===== src/rtl/pst_pkg.sv =====
// Package for the process state table: command/response types, chain token, codes.
`timescale 1ns / 1ps

package pst_pkg;

    localparam int TABLE_SLOTS_DEF = 16;
    localparam int PID_WIDTH_DEF   = 16;

    typedef enum logic [2:0] {
        ACT_CREATE    = 3'd0,
        ACT_TERMINATE = 3'd1,
        ACT_EXISTS    = 3'd2,
        ACT_ADMIT     = 3'd3,
        ACT_DISPATCH  = 3'd4,
        ACT_PREEMPT   = 3'd5,
        ACT_BLOCK     = 3'd6,
        ACT_WAKEUP    = 3'd7
    } action_t;

    typedef enum logic [2:0] {
        RC_OK          = 3'd0,
        RC_BAD_PARAMS  = 3'd1,
        RC_EXHAUSTED   = 3'd2,
        RC_FULL        = 3'd3,
        RC_NOT_FOUND   = 3'd4,
        RC_WRONG_STATE = 3'd5,
        RC_INVALID_PID = 3'd6
    } rc_t;

    typedef enum logic [1:0] {
        ST_NEW     = 2'd0,
        ST_READY   = 2'd1,
        ST_RUNNING = 2'd2,
        ST_WAITING = 2'd3
    } pstate_t;

    typedef enum logic [1:0] {
        CS_IDLE,
        CS_SCAN,
        CS_ACT,
        CS_RESULT
    } ctl_state_t;

    typedef struct packed {
        action_t            action;
        logic [15:0]        target_pid;
        logic signed [15:0] priority_req;
        logic signed [31:0] burst_time;
        logic signed [31:0] memory_usage;
    } cmd_t;

    typedef struct packed {
        rc_t         result_code;
        logic [15:0] result_pid;
        logic        found;
        pstate_t     process_state;
        logic [14:0] entry_priority;
        logic [30:0] entry_burst;
        logic [30:0] entry_memory;
    } rsp_t;

    // Token moving down the cell row: a probe gathers free/held status,
    // a command token is served by the first matching cell.
    typedef struct packed {
        logic        active;
        logic        probe;
        action_t     action;
        logic        done;
        logic        held;
        logic        free_seen;
        rc_t         code;
        pstate_t     state;
        logic [14:0] prio;
        logic [30:0] burst;
        logic [30:0] mem;
    } tok_t;

endpackage


===== src/rtl/pst_cell.sv =====
// One table slot of the process state table with its token stage.
`timescale 1ns / 1ps

module pst_cell
    import pst_pkg::*;
#(
    parameter int PID_WIDTH = PID_WIDTH_DEF
) (
    input  logic                 clk,
    input  logic                 rst_n,
    input  tok_t                 tok_in,
    input  logic [PID_WIDTH-1:0] key_in,
    output tok_t                 tok_out,
    output logic [PID_WIDTH-1:0] key_out
);

    logic                 valid_reg;
    logic                 valid_next;
    logic [PID_WIDTH-1:0] pid_reg;
    pstate_t              state_reg;
    pstate_t              state_next;
    logic [14:0]          prio_reg;
    logic [30:0]          burst_reg;
    logic [30:0]          mem_reg;
    tok_t                 tok_reg;
    tok_t                 tok_next;
    logic [PID_WIDTH-1:0] key_reg;
    logic                 wr_entry;
    logic                 hit;
    logic                 is_trans;
    pstate_t              need;
    pstate_t              to;

    assign hit = valid_reg && (pid_reg == key_in);

    always_comb
    begin
        tok_next   = tok_in;
        valid_next = valid_reg;
        state_next = state_reg;
        wr_entry   = 1'b0;
        is_trans   = 1'b0;
        need       = ST_NEW;
        to         = ST_READY;
        if (tok_in.active)
        begin
            if (tok_in.probe)
            begin
                if (!valid_reg)
                    tok_next.free_seen = 1'b1;
                if (hit)
                    tok_next.held = 1'b1;
            end
            else if (!tok_in.done)
            begin
                if (tok_in.action == ACT_CREATE)
                begin
                    // take the first free slot along the row
                    if (!valid_reg)
                    begin
                        wr_entry       = 1'b1;
                        valid_next     = 1'b1;
                        state_next     = ST_NEW;
                        tok_next.done  = 1'b1;
                        tok_next.code  = RC_OK;
                        tok_next.state = ST_NEW;
                    end
                end
                else if (hit)
                begin
                    tok_next.done  = 1'b1;
                    tok_next.code  = RC_OK;
                    tok_next.state = state_reg;
                    tok_next.prio  = prio_reg;
                    tok_next.burst = burst_reg;
                    tok_next.mem   = mem_reg;
                    case (tok_in.action)
                        ACT_TERMINATE: valid_next = 1'b0;
                        ACT_EXISTS:    is_trans = 1'b0;
                        ACT_ADMIT:
                        begin
                            is_trans = 1'b1; need = ST_NEW;     to = ST_READY;
                        end
                        ACT_DISPATCH:
                        begin
                            is_trans = 1'b1; need = ST_READY;   to = ST_RUNNING;
                        end
                        ACT_PREEMPT:
                        begin
                            is_trans = 1'b1; need = ST_RUNNING; to = ST_READY;
                        end
                        ACT_BLOCK:
                        begin
                            is_trans = 1'b1; need = ST_RUNNING; to = ST_WAITING;
                        end
                        default:
                        begin
                            is_trans = 1'b1; need = ST_WAITING; to = ST_READY;
                        end
                    endcase
                    if (is_trans)
                    begin
                        if (state_reg == need)
                        begin
                            state_next     = to;
                            tok_next.state = to;
                        end
                        else
                        begin
                            tok_next.code = RC_WRONG_STATE;
                        end
                    end
                end
            end
        end
    end

    always_ff @(posedge clk or negedge rst_n)
    begin
        if (!rst_n)
        begin
            valid_reg <= 1'b0;
            tok_reg   <= '0;
        end
        else
        begin
            valid_reg <= valid_next;
            tok_reg   <= tok_next;
        end
    end

    always_ff @(posedge clk)
    begin
        state_reg <= state_next;
        key_reg   <= key_in;
        if (wr_entry)
        begin
            pid_reg   <= key_in;
            prio_reg  <= tok_in.prio;
            burst_reg <= tok_in.burst;
            mem_reg   <= tok_in.mem;
        end
    end

    assign tok_out = tok_reg;
    assign key_out = key_reg;

endmodule


===== src/rtl/process_state_table.sv =====
// Process state table top level: command sequencer driving a row of slot cells.
// Exists on pid zero or a create with a negative parameter goes straight to its result;
// other non-create commands send one command token down the cell row; create first
// sends a probe pass, a single probe or PROBES probes once the pid counter
// is at its maximum (probes walk the cell row one slot per cycle).
// One command at a time; the next is taken once the result moves to the output register.
// Reset clears slot valid bits and the pid counter; slot contents stay as they are.
`timescale 1ns / 1ps

module process_state_table
    import pst_pkg::*;
#(
    parameter int TABLE_SLOTS = TABLE_SLOTS_DEF,
    parameter int PID_WIDTH   = PID_WIDTH_DEF
) (
    input  logic clk,
    input  logic rst_n,
    input  logic cmd_valid,
    output logic cmd_stall,
    input  cmd_t cmd,
    output logic rsp_valid,
    input  logic rsp_stall,
    output rsp_t rsp
);

    localparam longint PID_MAX_L = (longint'(1) << PID_WIDTH) - 1;
    localparam int     PROBES    = (longint'(TABLE_SLOTS + 1) < PID_MAX_L - 1)
                                   ? TABLE_SLOTS + 1 : int'(PID_MAX_L - 1);
    localparam int     CNT_W     = $clog2(PROBES + 1);

    ctl_state_t           state_reg, state_next;
    cmd_t                 cmd_reg, cmd_next;
    logic [PID_WIDTH-1:0] key_reg, key_next;
    logic [PID_WIDTH-1:0] next_pid_reg, next_pid_next;
    logic [PID_WIDTH-1:0] cand_reg, cand_next;
    logic                 search_reg, search_next;
    logic                 got_reg, got_next;
    logic [CNT_W-1:0]     inj_cnt_reg, inj_cnt_next;
    logic [CNT_W-1:0]     exit_cnt_reg, exit_cnt_next;
    logic [CNT_W-1:0]     inj_total;
    logic [CNT_W-1:0]     inj_cnt_p1;
    rsp_t                 res_reg, res_next;
    rsp_t                 rsp_reg, rsp_next;
    logic                 rsp_valid_reg, rsp_valid_next;

    tok_t                 tok_chain [TABLE_SLOTS+1];
    logic [PID_WIDTH-1:0] key_chain [TABLE_SLOTS+1];
    tok_t                 inj_tok;
    logic [PID_WIDTH-1:0] inj_key;
    tok_t                 tail;
    logic [PID_WIDTH-1:0] tail_key;
    logic [31:0]          tgt32;
    logic [PID_WIDTH-1:0] tgt_key;
    logic [31:0]          key32;
    logic                 bad_params;
    logic                 got_now;
    logic [PID_WIDTH-1:0] cand_now;

    assign tail     = tok_chain[TABLE_SLOTS];
    assign tail_key = key_chain[TABLE_SLOTS];
    assign tgt32    = {16'b0, cmd.target_pid};
    assign tgt_key  = tgt32[PID_WIDTH-1:0];
    assign key32    = 32'(key_reg);
    assign inj_total  = search_reg ? CNT_W'(PROBES) : CNT_W'(1);
    assign inj_cnt_p1 = inj_cnt_reg + CNT_W'(1);
    assign bad_params = cmd.priority_req[15] || cmd.burst_time[31] || cmd.memory_usage[31];
    assign got_now    = got_reg || (search_reg && !tail.held);
    assign cand_now   = got_reg ? cand_reg : tail_key;

    assign tok_chain[0] = inj_tok;
    assign key_chain[0] = inj_key;

    for (genvar i = 0; i < TABLE_SLOTS; i++)
    begin : g_cell
        pst_cell #(
            .PID_WIDTH(PID_WIDTH)
        ) u_cell (
            .clk     (clk),
            .rst_n   (rst_n),
            .tok_in  (tok_chain[i]),
            .key_in  (key_chain[i]),
            .tok_out (tok_chain[i+1]),
            .key_out (key_chain[i+1])
        );
    end

    always_comb
    begin
        state_next     = state_reg;
        cmd_next       = cmd_reg;
        key_next       = key_reg;
        next_pid_next  = next_pid_reg;
        cand_next      = cand_reg;
        search_next    = search_reg;
        got_next       = got_reg;
        inj_cnt_next   = inj_cnt_reg;
        exit_cnt_next  = exit_cnt_reg;
        res_next       = res_reg;
        rsp_next       = rsp_reg;
        rsp_valid_next = rsp_valid_reg && rsp_stall;
        inj_tok        = '0;
        inj_key        = key_reg;
        cmd_stall      = (state_reg != CS_IDLE);

        case (state_reg)
            CS_IDLE:
            begin
                if (cmd_valid)
                begin
                    cmd_next      = cmd;
                    key_next      = tgt_key;
                    inj_cnt_next  = '0;
                    exit_cnt_next = '0;
                    got_next      = 1'b0;
                    search_next   = (next_pid_reg == '1);
                    res_next      = '0;
                    if (cmd.action == ACT_CREATE)
                    begin
                        if (bad_params)
                        begin
                            res_next.result_code = RC_BAD_PARAMS;
                            state_next           = CS_RESULT;
                        end
                        else
                        begin
                            state_next = CS_SCAN;
                        end
                    end
                    else if (cmd.action == ACT_EXISTS && tgt_key == '0)
                    begin
                        res_next.result_code = RC_INVALID_PID;
                        res_next.result_pid  = 16'(tgt_key);
                        state_next           = CS_RESULT;
                    end
                    else
                    begin
                        state_next = CS_ACT;
                    end
                end
            end

            CS_SCAN:
            begin
                // feed probes: candidate pids 1, 2, ... when searching
                if (inj_cnt_reg < inj_total)
                begin
                    inj_tok.active = 1'b1;
                    inj_tok.probe  = 1'b1;
                    inj_key        = PID_WIDTH'(inj_cnt_p1);
                    inj_cnt_next   = inj_cnt_p1;
                end
                if (tail.active && tail.probe)
                begin
                    exit_cnt_next = exit_cnt_reg + CNT_W'(1);
                    got_next      = got_now;
                    cand_next     = cand_now;
                    if (exit_cnt_reg == inj_total - CNT_W'(1))
                    begin
                        inj_cnt_next = '0;
                        if (!tail.free_seen)
                        begin
                            res_next.result_code = RC_FULL;
                            state_next           = CS_RESULT;
                        end
                        else if (search_reg && !got_now)
                        begin
                            res_next.result_code = RC_EXHAUSTED;
                            state_next           = CS_RESULT;
                        end
                        else if (search_reg)
                        begin
                            key_next      = cand_now;
                            next_pid_next = cand_now + PID_WIDTH'(1);
                            state_next    = CS_ACT;
                        end
                        else
                        begin
                            key_next      = next_pid_reg;
                            next_pid_next = next_pid_reg + PID_WIDTH'(1);
                            state_next    = CS_ACT;
                        end
                    end
                end
            end

            CS_ACT:
            begin
                if (inj_cnt_reg == '0)
                begin
                    inj_tok.active = 1'b1;
                    inj_tok.action = cmd_reg.action;
                    inj_tok.state  = ST_NEW;
                    inj_tok.prio   = cmd_reg.priority_req[14:0];
                    inj_tok.burst  = cmd_reg.burst_time[30:0];
                    inj_tok.mem    = cmd_reg.memory_usage[30:0];
                    inj_cnt_next   = CNT_W'(1);
                end
                if (tail.active && !tail.probe)
                begin
                    res_next            = '0;
                    res_next.result_pid = key32[15:0];
                    if (!tail.done)
                    begin
                        res_next.result_code = RC_NOT_FOUND;
                    end
                    else
                    begin
                        res_next.result_code    = tail.code;
                        res_next.found          = 1'b1;
                        res_next.process_state  = tail.state;
                        res_next.entry_priority = tail.prio;
                        res_next.entry_burst    = tail.burst;
                        res_next.entry_memory   = tail.mem;
                    end
                    state_next = CS_RESULT;
                end
            end

            CS_RESULT:
            begin
                // hand over once the output register is free or draining
                if (!rsp_valid_reg || !rsp_stall)
                begin
                    rsp_next       = res_reg;
                    rsp_valid_next = 1'b1;
                    state_next     = CS_IDLE;
                end
            end

            default:
            begin
                state_next = CS_IDLE;
            end
        endcase
    end

    always_ff @(posedge clk or negedge rst_n)
    begin
        if (!rst_n)
        begin
            state_reg     <= CS_IDLE;
            next_pid_reg  <= '0;
            search_reg    <= 1'b0;
            got_reg       <= 1'b0;
            inj_cnt_reg   <= '0;
            exit_cnt_reg  <= '0;
            rsp_valid_reg <= 1'b0;
        end
        else
        begin
            state_reg     <= state_next;
            next_pid_reg  <= next_pid_next;
            search_reg    <= search_next;
            got_reg       <= got_next;
            inj_cnt_reg   <= inj_cnt_next;
            exit_cnt_reg  <= exit_cnt_next;
            rsp_valid_reg <= rsp_valid_next;
        end
    end

    always_ff @(posedge clk)
    begin
        cmd_reg  <= cmd_next;
        key_reg  <= key_next;
        cand_reg <= cand_next;
        res_reg  <= res_next;
        rsp_reg  <= rsp_next;
    end

    assign rsp_valid = rsp_valid_reg;
    assign rsp       = rsp_reg;

    // a create token only runs after a probe pass saw a free slot
    a_create_served: assert property (@(posedge clk) disable iff (!rst_n)
        (tail.active && !tail.probe && tail.action == ACT_CREATE) |-> tail.done)
        else $error("create token left the cell row unserved");

    // all probes have drained before the command token runs
    a_no_late_probe: assert property (@(posedge clk) disable iff (!rst_n)
        (state_reg == CS_ACT) |-> !(tail.active && tail.probe))
        else $error("probe token seen during command pass");

    // the pid counter only moves at the end of a probe pass
    a_pid_update: assert property (@(posedge clk) disable iff (!rst_n)
        !$stable(next_pid_reg) |-> ($past(state_reg) == CS_SCAN && state_reg == CS_ACT))
        else $error("pid counter changed outside allocation");

endmodule


===== config.mk =====
export PLATFORM = sky130hd
export DESIGN_NAME = process_state_table
export DESIGN_NICKNAME = d
export VERILOG_FILES = /design/src/rtl/pst_pkg.sv /design/src/rtl/pst_cell.sv /design/src/rtl/process_state_table.sv
export SDC_FILE = /design/constraint.sdc
export NUM_CORES = 2
export LEC_CHECK = 0
export BUFFER_PORTS_ARGS = -buffer_cell sky130_fd_sc_hd__buf_4
export CORE_ASPECT_RATIO = 0.6
export CORE_MARGIN = 4
export CORE_UTILIZATION = 24
export CTS_CLUSTER_DIAMETER = 200
export DETAILED_ROUTE_END_ITERATION = 8
export GPL_TIMING_DRIVEN = 0
export HOLD_SLACK_MARGIN = 0.06
export SETUP_SLACK_MARGIN = 0.3
export SLEW_MARGIN = 0
export SYNTH_ARGS = -nofsm -noshare
export SYNTH_HDL_FRONTEND = slang
export SYNTH_HIERARCHICAL = 1
export SYNTH_SLANG_ARGS = --single-unit

===== constraint.sdc =====
create_clock -name clk -period 10.9 [get_ports clk]
set_clock_uncertainty 0.2 [all_clocks]
set_input_delay 0 -clock clk [delete_from_list [all_inputs] [get_ports clk]]
set_output_delay 0 -clock clk [all_outputs]
set_load 0.03 [all_outputs]

==> flow_summary.toml <==
[worst_setup_path]
crit_start = "state_reg[0]"
slowest_delay_ns = 1.04
critPathSlowestCell = "a21boi_0"
rr_worst_depth = 12
crit_top_cell = "clkbuf_1"
start_kind = "flip-flop"
ff2ff_setup_slack_ns = 4.66
cp_cell_sequence = "inv_1 > ha_1 > clkbuf_2 > clkbuf_1 > nand2_1 > a21boi_0 > nand2b_4 > or2_2 > or3_1 > clkbuf_1 > inv_4 > buf_16"
r2r_end = "g_cell[0].u_cell/mem_reg[24]"
path_max_fanout = 56
end_kind = "flip-flop"
worstPathArrival_ns = 6.57
timing.rr.start = "state_reg[0]"
worstSetupPathType = "flip-flop to flip-flop"
cp.required_ns = 11.22

[clock_network]
cts_inserted_buffers = 338
clock_path_buffers = 4
cts-resized-gates = 0
root_buffer = "clkbuf_16"
post_cts.repair.setup_buffers = 0
clock_sinks = 3570
clock_latency_ns = 0.90
clk_pin_slew_ns = 0.07
cts_tree = "built"
htreeDepth = 5

[pwr]
power.leakage_nw = 60.08
powerDensity_nw_per_um2 = 248.6
irDropWorstVdd_mv = 0.1440

[placement]
gp_congestion = 0.7459
place_ws_ns = 4.662
dp_hpwl_mm = 167.6
portBuffers = 203
placed_area_um2 = 137400

[timing]
finalSetupViolCount = 0
relSlewSlack_pct = 11.28
tns_ns = 0
report.final.slew_viol_count = 0
timing.final.ws_setup_ns = 4.656
max_freq_mhz = 160.1
holdWs_ns = 0.1694
tightest_slew_ns = 1.319
final_hold_viol_count = 0
rsz0062_at_grt = "no"
finalCritPeriodShare_pct = 57.29
post-route-min-period_ns = 6.244

[cells_and_area]
drive_above_1_share_pct = 28.97
largest_reg_flops = 1437
syn_to_final_growth_pct = 19.67
utilization_pct = 28.92
final_area_um2 = 150800
layout.nets = 7800

[yosys]
postSynthCellCount = 6886
syn-mean-instance-area_um2 = 18.30
syn-cell-area_um2 = 126000
synth-warning-count = 6

[global_routing]
grt_start_max_net_pins = 182
grt-ovfl-total = 0
grt_pass1_vias = 57951
grt_usage_pct = 8.942
antenna_found_initial = 48
grt_first_pass_wirelength_mm = 377.7

[floorplan]
core_um2 = 521500
rows = 205
ios = 204
die_h_um = 569.3
die_area_um2 = 537100
die_w_um = 943.5
initial_core_util_pct = 24.17

[drt]
vias_per_cell = 3.801
wl_per_cell_um = 16.48
drtAntennaViolNets = 0
num_vias = 56685
first_pass_iters = 7
drt_iter0_markers = 3980
wl_mm = 245.8
route.detailed.drc = 0

[job]
drv_cap = 0

[outcome]
outcome = "complete, no violations"

[min_path]
hold_path_class = "primary input to asynchronous set/reset pin"
routing by layer:
layer / share of wire, % / global-route usage, %
met2: 39 / 11.88
met4: 2.8 / 2.528
met1: 54 / 14.54
met5: 0.011 / 0
met3: 4.7 / 1.548
what timing repair did:
| item | 4_1_cts | 5_1_grt |
|---|---|---|
| setup endpoints to repair | 0 | 0 |
| hold buffers | 207 | 1 |
| hold endpoints to repair | 727 | 1 |
cells in the final DEF, fill, tap and decap left out, types with 207 or more instances in the layout:
cell	instances
buf_4	219
clkbuf_1	209
clkbuf_16	348
dfrtp_1	1484
dfxtp_1	256
dlygate4sd3_1	207
edfxtp_1	1830
mux2_2	895
mux2_4	361
xnor2_1	215
where the power goes:
| group | leakage, nW | internal (mW) | switching (mW) |
|---|---|---|---|
| registers | 38.7 | 18.0 | 1.85 |
| logic | 15.8 | 2.70 | 3.03 |
| clock network | 5.56 | 6.96 | 4.99 |
critical path, delay by kind of cell, from the launching register on:
kind            cells  cell delay [ns]
flops               1             0.42
simple gates        4             0.89
fa+ha+maj           1             0.34
compound gates      1             1.04
buf+inv             6             2.88
stage by stage:
stage / std cells / total power [mW]
final: 14914 / 37.49
after detailed placement: 14072 / 25.83
after floorplan: 6895 / 23.11
after global placement: 14032 / 25.50
after CTS: 14892 / 38.09
after global routing: 14906 / 39.42
cell type report:
type                    count  area, µm²
fillers                 51233     370600
flip-flops and latches   3570      97210
multi-input cells        2942      26740
clock buffers             472       9664
well taps                6934       8676
repair buffers            451       4648
plain buffers             295       1805
clock inverters           141       1634
inverters                  88      372.9
diodes                     21      52.55
how the worst max path moves through the flow:
stage / slack (ns) / end
2_1_floorplan: 2.13 / rsp[0]
3_3_place_gp: -9.66 / g_cell[15].u_cell/tok_out[32]
3_5_place_dp: 4.66 / g_cell[0].u_cell/mem_reg[26]
4_1_cts: 4.63 / g_cell[0].u_cell/mem_reg[24]
5_1_grt: 4.41 / g_cell[0].u_cell/mem_reg[24]
6_report: 4.66 / g_cell[0].u_cell/mem_reg[24]
Note: power is estimated with default switching activity, not from simulation.
